==> src/least_overlap_rect_placement_assert.svh <==
// Assertion macros shared by the placement block.
`ifndef LEAST_OVERLAP_RECT_PLACEMENT_ASSERT_SVH
`define LEAST_OVERLAP_RECT_PLACEMENT_ASSERT_SVH
// Same-cycle implication, disabled during reset.
`define LORP_ASSERT_IMP(lbl, ante, cons, msg) \
    lbl: assert property (@(posedge i_clk) disable iff (!i_rst_n) (ante) |-> (cons)) \
        else $error(msg);
// Next-cycle implication, disabled during reset.
`define LORP_ASSERT_NXT(lbl, ante, cons, msg) \
    lbl: assert property (@(posedge i_clk) disable iff (!i_rst_n) (ante) |=> (cons)) \
        else $error(msg);
`endif

==> src/lorp_pkg.sv <==
// Shared constants and types of the least-overlap placement block.
package lorp_pkg;
    localparam int MAX_RECTS  = 32;
    localparam int MAX_EDGES  = 66;
    localparam int COORD_BITS = 16;
    localparam int SIZE_BITS  = COORD_BITS - 1;
    localparam int CW         = COORD_BITS + 2;
    localparam int RA_W       = $clog2(MAX_RECTS);
    localparam int RC_W       = $clog2(MAX_RECTS + 1);
    localparam int EI_W       = $clog2(MAX_EDGES);
    localparam int EC_W       = $clog2(MAX_EDGES + 1);
    localparam int COST_W     = 2 * SIZE_BITS + RC_W;

    typedef logic signed [CW-1:0] t_coord;

    typedef struct packed {
        logic signed [COORD_BITS-1:0] x;
        logic signed [COORD_BITS-1:0] y;
        logic [SIZE_BITS-1:0]         w;
        logic [SIZE_BITS-1:0]         h;
    } t_rect;

    typedef struct packed {
        t_coord x;
        t_coord y;
        t_coord w;
        t_coord h;
    } t_box;

    typedef struct packed {
        logic start;
        t_box box;
    } t_cost_req;

    typedef struct packed {
        logic   vld;
        logic   less;
        t_coord val;
    } t_edge_link;
endpackage

==> src/lorp_cost.sv <==
// Rectangle store and overlap-cost unit: one stored rectangle per step.
module lorp_cost (
    input  logic                          i_clk,
    input  logic                          i_rst_n,
    input  logic                          i_wr_en,
    input  logic [lorp_pkg::RA_W-1:0]     i_wr_addr,
    input  lorp_pkg::t_rect               i_wr_data,
    input  logic [lorp_pkg::RA_W-1:0]     i_rd_addr,
    output lorp_pkg::t_rect               o_rd_data,
    input  logic [lorp_pkg::RC_W-1:0]     i_cnt,
    input  lorp_pkg::t_cost_req           i_req,
    output logic                          o_busy,
    output logic                          o_done,
    output logic [lorp_pkg::COST_W-1:0]   o_cost
);
    typedef enum logic [2:0] {C_IDLE, C_RD, C_OV, C_MUL, C_ACC} t_cstate;

    lorp_pkg::t_rect r_mem [lorp_pkg::MAX_RECTS];
    lorp_pkg::t_rect r_rd;
    t_cstate         r_state;
    logic [lorp_pkg::RC_W-1:0]        r_k;
    lorp_pkg::t_box                   r_box;
    logic [lorp_pkg::SIZE_BITS-1:0]   r_ow, r_oh;
    logic [2*lorp_pkg::SIZE_BITS-1:0] r_prod;
    logic [lorp_pkg::COST_W-1:0]      r_sum;
    logic                             r_done;
    logic [lorp_pkg::RA_W-1:0]        w_addr;
    lorp_pkg::t_coord w_qx, w_qy, w_qr, w_qb, w_pr, w_pb, w_l, w_t, w_r, w_b, w_ow, w_oh;
    logic w_meet;

    assign w_addr    = (r_state == C_IDLE) ? i_rd_addr : r_k[lorp_pkg::RA_W-1:0];
    assign o_rd_data = r_rd;
    assign o_busy    = (r_state != C_IDLE);
    assign o_done    = r_done;
    assign o_cost    = r_sum;

    always_ff @(posedge i_clk) begin
        if (i_wr_en) begin
            r_mem[i_wr_addr] <= i_wr_data;
        end
        r_rd <= r_mem[w_addr];
    end

    always_comb begin
        w_qx   = lorp_pkg::t_coord'(r_rd.x);
        w_qy   = lorp_pkg::t_coord'(r_rd.y);
        w_qr   = w_qx + lorp_pkg::t_coord'(r_rd.w);
        w_qb   = w_qy + lorp_pkg::t_coord'(r_rd.h);
        w_pr   = r_box.x + r_box.w;
        w_pb   = r_box.y + r_box.h;
        w_meet = (r_box.x < w_qr) && (w_qx < w_pr) && (r_box.y < w_qb) && (w_qy < w_pb);
        w_l    = (r_box.x > w_qx) ? r_box.x : w_qx;
        w_t    = (r_box.y > w_qy) ? r_box.y : w_qy;
        w_r    = (w_pr < w_qr) ? w_pr : w_qr;
        w_b    = (w_pb < w_qb) ? w_pb : w_qb;
        w_ow   = w_r - w_l;
        w_oh   = w_b - w_t;
    end

    always_ff @(posedge i_clk) begin
        if (!i_rst_n) begin
            r_state <= C_IDLE;
            r_done  <= 1'b0;
        end else begin
            r_done <= 1'b0;
            unique case (r_state)
                C_IDLE: begin
                    if (i_req.start) begin
                        r_box <= i_req.box;
                        r_sum <= '0;
                        r_k   <= '0;
                        if (i_cnt == '0) begin
                            r_done <= 1'b1;
                        end else begin
                            r_state <= C_RD;
                        end
                    end
                end
                C_RD: r_state <= C_OV;
                C_OV: begin
                    r_ow    <= w_meet ? w_ow[lorp_pkg::SIZE_BITS-1:0] : '0;
                    r_oh    <= w_meet ? w_oh[lorp_pkg::SIZE_BITS-1:0] : '0;
                    r_state <= C_MUL;
                end
                C_MUL: begin
                    r_prod  <= r_ow * r_oh;
                    r_state <= C_ACC;
                end
                C_ACC: begin
                    r_sum <= r_sum + lorp_pkg::COST_W'(r_prod);
                    if (r_k == lorp_pkg::RC_W'(i_cnt - 1'b1)) begin
                        r_done  <= 1'b1;
                        r_state <= C_IDLE;
                    end else begin
                        r_k     <= r_k + 1'b1;
                        r_state <= C_RD;
                    end
                end
                default: r_state <= C_IDLE;
            endcase
        end
    end
endmodule
==> config.mk <==
export PLATFORM = sky130hd
export DESIGN_NAME = lorp_cost
export DESIGN_NICKNAME = d
export VERILOG_FILES = /design/src/least_overlap_rect_placement_assert.svh /design/src/lorp_pkg.sv /design/src/lorp_cost.sv
export SDC_FILE = /design/constraint.sdc
export NUM_CORES = 2
export LEC_CHECK = 0
export BUFFER_PORTS_ARGS = -buffer_cell sky130_fd_sc_hd__buf_2
export CORE_MARGIN = 3
export CORE_UTILIZATION = 63
export DETAILED_ROUTE_END_ITERATION = 16
export GPL_TIMING_DRIVEN = 0
export PLACE_DENSITY = 0.92
export SYNTH_ARGS = -nofsm -noshare
export SYNTH_HDL_FRONTEND = slang
export SYNTH_SLANG_ARGS = --single-unit
==> constraint.sdc <==
create_clock -name i_clk -period 8.21 [get_ports i_clk]
set_input_delay 1.642 -clock i_clk [delete_from_list [all_inputs] [get_ports i_clk]]
set_output_delay 1.642 -clock i_clk [all_outputs]
set_load 0.005 [all_outputs]
==> run summary <==
CTS H-tree lvls = 4
critical path arrival = 8.48 ns
Syn. warnings = 0
all-layer global routing usage = 42.9%
# IOs = 254
P per Cell Area = 308 nW/µm²
first-pass detailed-route iteration total = 9
most frequent cells in the layout = 2158 x edfxtp_1, 743 x nand2_1, 496 x mux4_2
post-synthesis cell area = 99600 µm²
num rows = 145
maximum capacitance violations = 4
final hold vios = 0
cells after synthesis = 6134
first-pass GRT wire length = 488000 µm
slew of the pin with the lowest slew margin = 1.67 ns
number of DRC markers in iteration 0 = 12.8k
Initial Utilization = 63.6%
CTS tree = done
count of cell types in the netlist = 86
Seq pwr share = 39.1%
mux cell area share after synthesis = 11.6%
main combinational cell family by area after synthesis = multiplexers
Final nets = 7334
clk sinks = 2224
worst hold-check path type = reg -> reg
worst setup margin = 0.288 ns
total grt overflow = 0
Post-Synthesis Net Count = 6798
DRT antenna net count = 0
routed len/inst = 38.8 µm
Routed WL = 347000 µm
area leader, netlist = edfxtp_1
Critical Path Start Type = flop
Crit Path Class = reg -> reg
Fillers = 8595
outcome = finished with violations
async set or reset register ratio after synthesis = 0%
Synth Register Bits = 2224
Max IR drop VDD = 0.394 mV
gpl congestion = 0.952
DIE WIDTH = 404 µm
CP startpoint = o_rd_data[25]
sequential fraction of the synthesis area = 66.4%
hold-fix buffer count after cts = 0
vias in the first global route = 66.5k
max-slew violations = 44
Synth Flop Type = edfxtp_1
pre-CTS setup slack = -0.652 ns
CTS root buf = clkbuf_16
hold path startpoint = r_state[0]
critical path endpoint category = flop
adder-cell share of the synthesized area = 7.73%
Die ar. = 163000 µm²
DR vias = 67.0k
crit-path max FO = 9
number of endpoints failing setup at the final stage = 0
HPWL after DPL = 206000 µm
CTS Buf Count = 206
Synth area leaders = edfxtp_1 65%, mux4_2 11%, ha_1 4.2%, fa_1 3.5%, nand2_1 2.8%
skew final = 0.120 ns
Clock Tree Buf Depth = 3
Core Region = 157000 µm²
die height = 404 µm
I/O Buffers = 253
Compound-Gate Fraction of Synth Area = 3.55%
largest net degree at the start of global routing = 69
cell-internal power = 22.5 mW
fin crit share = 96.5%
area of the multi-input gates = 31800 µm²
Clock Latency Late Sink = 0.93 ns
fmax = 126 MHz
CP max stage cell = dfxtp_1
EDFF count, synth = 2158
violated checks = max-capacitance violations, max-slew violations
Area Growth Syn to Fin = 12.6%
r2r startpoint = o_rd_data[25]
worst relative slew slack = -11.4%
Setup Total Neg Slack = 0 ns
top cell type's share of synthesized area = 65.0%
Comb pwr share = 32.2%
Simple-Gate Fraction of Synth Area = 7.55%
Leak = 39.5 nW
Fin Hold WS = 0.610 ns
sw frac = 34.8%
WP data required = 8.77 ns
Storage cell area = 66100 µm²
critical path's largest stage delay = 0.75 ns
clock-pin slew on the worst setup and hold paths = 0.07 ns
Clk pwr share = 28.7%
net switching power = 12.0 mW
Syn Area/Cell = 16.2 µm²
vias per inst = 7.51
DR DRC count = 0
Tmin final = 7.92 ns
layout cells sized above 1 = 18.1%
Post-Synth XOR/XNOR Area = 1.09%
initial antenna violation count = 47
most common cell after layout, fill and taps aside = edfxtp_1
repair_timing:
action	4_1_cts	5_1_grt
setup endpoints to repair	6	6
buffers inserted	0	3
hold endpoints to repair	0	0
pin swaps	1	4
gates resized for setup	14	27
metal layers:
layer | up-vias | wire length, µm | GRT usage (%)
met5 | - | 240 | 0
met4 | 36 | 39000 | 35.2
met3 | 2190 | 52700 | 15.9
met2 | 7859 | 155000 | 64.6
met1 | 32300 | 99400 | 49.6
li1 | 24600 | - | -
synth_stat cells, drive strengths merged, types with 6 or more instances:
cell type and instances:
clkbuf 184, a31oi 19, buf 71, and2 139, or3 18, o21a 24
o211ai 9, o21bai 14, mux2i 35, fa 174, nand3 344, o31ai 12
edfxtp 2158, xnor2 70, nand3b 8, a211oi 17, mux4 496, nor3b 9
dfxtp 66, a21boi 8, o21ai 181, a2111oi 10, nor4 13, nor3 48
and3 20, nor2 176, nor2b 27, nand2b 29, a211o 6, a41oi 7
or4 8, a21o 51, o311ai 9, inv 296, a21oi 137, xor2 54
ha 336, nand4 20, nand2 743, or2 9
state kept, by name (all words and copies together), names as in the netlist, 3 cells and up:
name       flops
r_mem       1984
r_box         72
o_rd_data     62
o_cost        36
r_prod        30
r_oh          15
r_ow          15
r_k            6
r_state        3
final cells by class:
type / count / share of cell area (%)
antenna: 30 / 0.0669
buffer: 255 / 0.891
clock buffer: 270 / 4.88
clock inverter: 110 / 1.13
inverter: 296 / 0.991
multi-input combinational: 3359 / 28.3
sequential: 2224 / 59.0
tap: 2058 / 2.30
timing repair buffer: 328 / 2.43
worst paths after layout:
kind	endpoint	slack (ns)	depth (start not counted)
max	r_ow[14]	0.29	31
min reg2reg	r_state[2]	0.61	1
max reg2reg	r_ow[14]	0.29	31
min	r_state[2]	0.61	1
worst max-delay path: cells and delay by family (launching register included):
kind / cells / cell delay (ns)
adder cells (fa/ha/maj): 4 / 1.36
XOR/XNOR: 2 / 0.28
AND/OR/NAND/NOR: 5 / 0.88
multiplexers: 2 / 0.53
flip-flops: 1 / 0.75
buffers and inverters: 2 / 0.30
AO/OA/AOI/OAI: 16 / 3.44
logic make-up (layout without fill, tap and decap cells):
group | after synthesis | count (layout)
other | 0 | 30
muxes | 536 | 536
buffers and inverters | 551 | 1259
DFF | 2224 | 2224
adders and majority gates | 511 | 511
and+or+nand+nor | 1632 | 1632
xor gates and xnor gates | 124 | 124
AOI/OAI and AO/OA | 556 | 556
through the flow:
step,total power [mW],area (µm²),cells,utilization (%)
after floorplan,20.6,99600,6134,-
after global placement,23.5,103000,8445,66.0
after detailed placement,24.0,105000,8514,67.1
after CTS,33.9,112000,8894,71.4
after global routing,35.7,112000,8905,71.5
final,34.5,112000,8930,71.5
power groups by stage:
stage	Sequential, mW	Clock (mW)	Combinational [mW]
4_1_cts	13.4	9.81	10.7
5_1_grt	13.5	10.2	12.1
3_3_place_gp	13.6	0	9.80
6_report	13.5	9.92	11.1
2_1_floorplan	13.3	0	7.33
3_5_place_dp	13.7	0	10.3
Note: power is estimated with default switching activity, not from simulation.
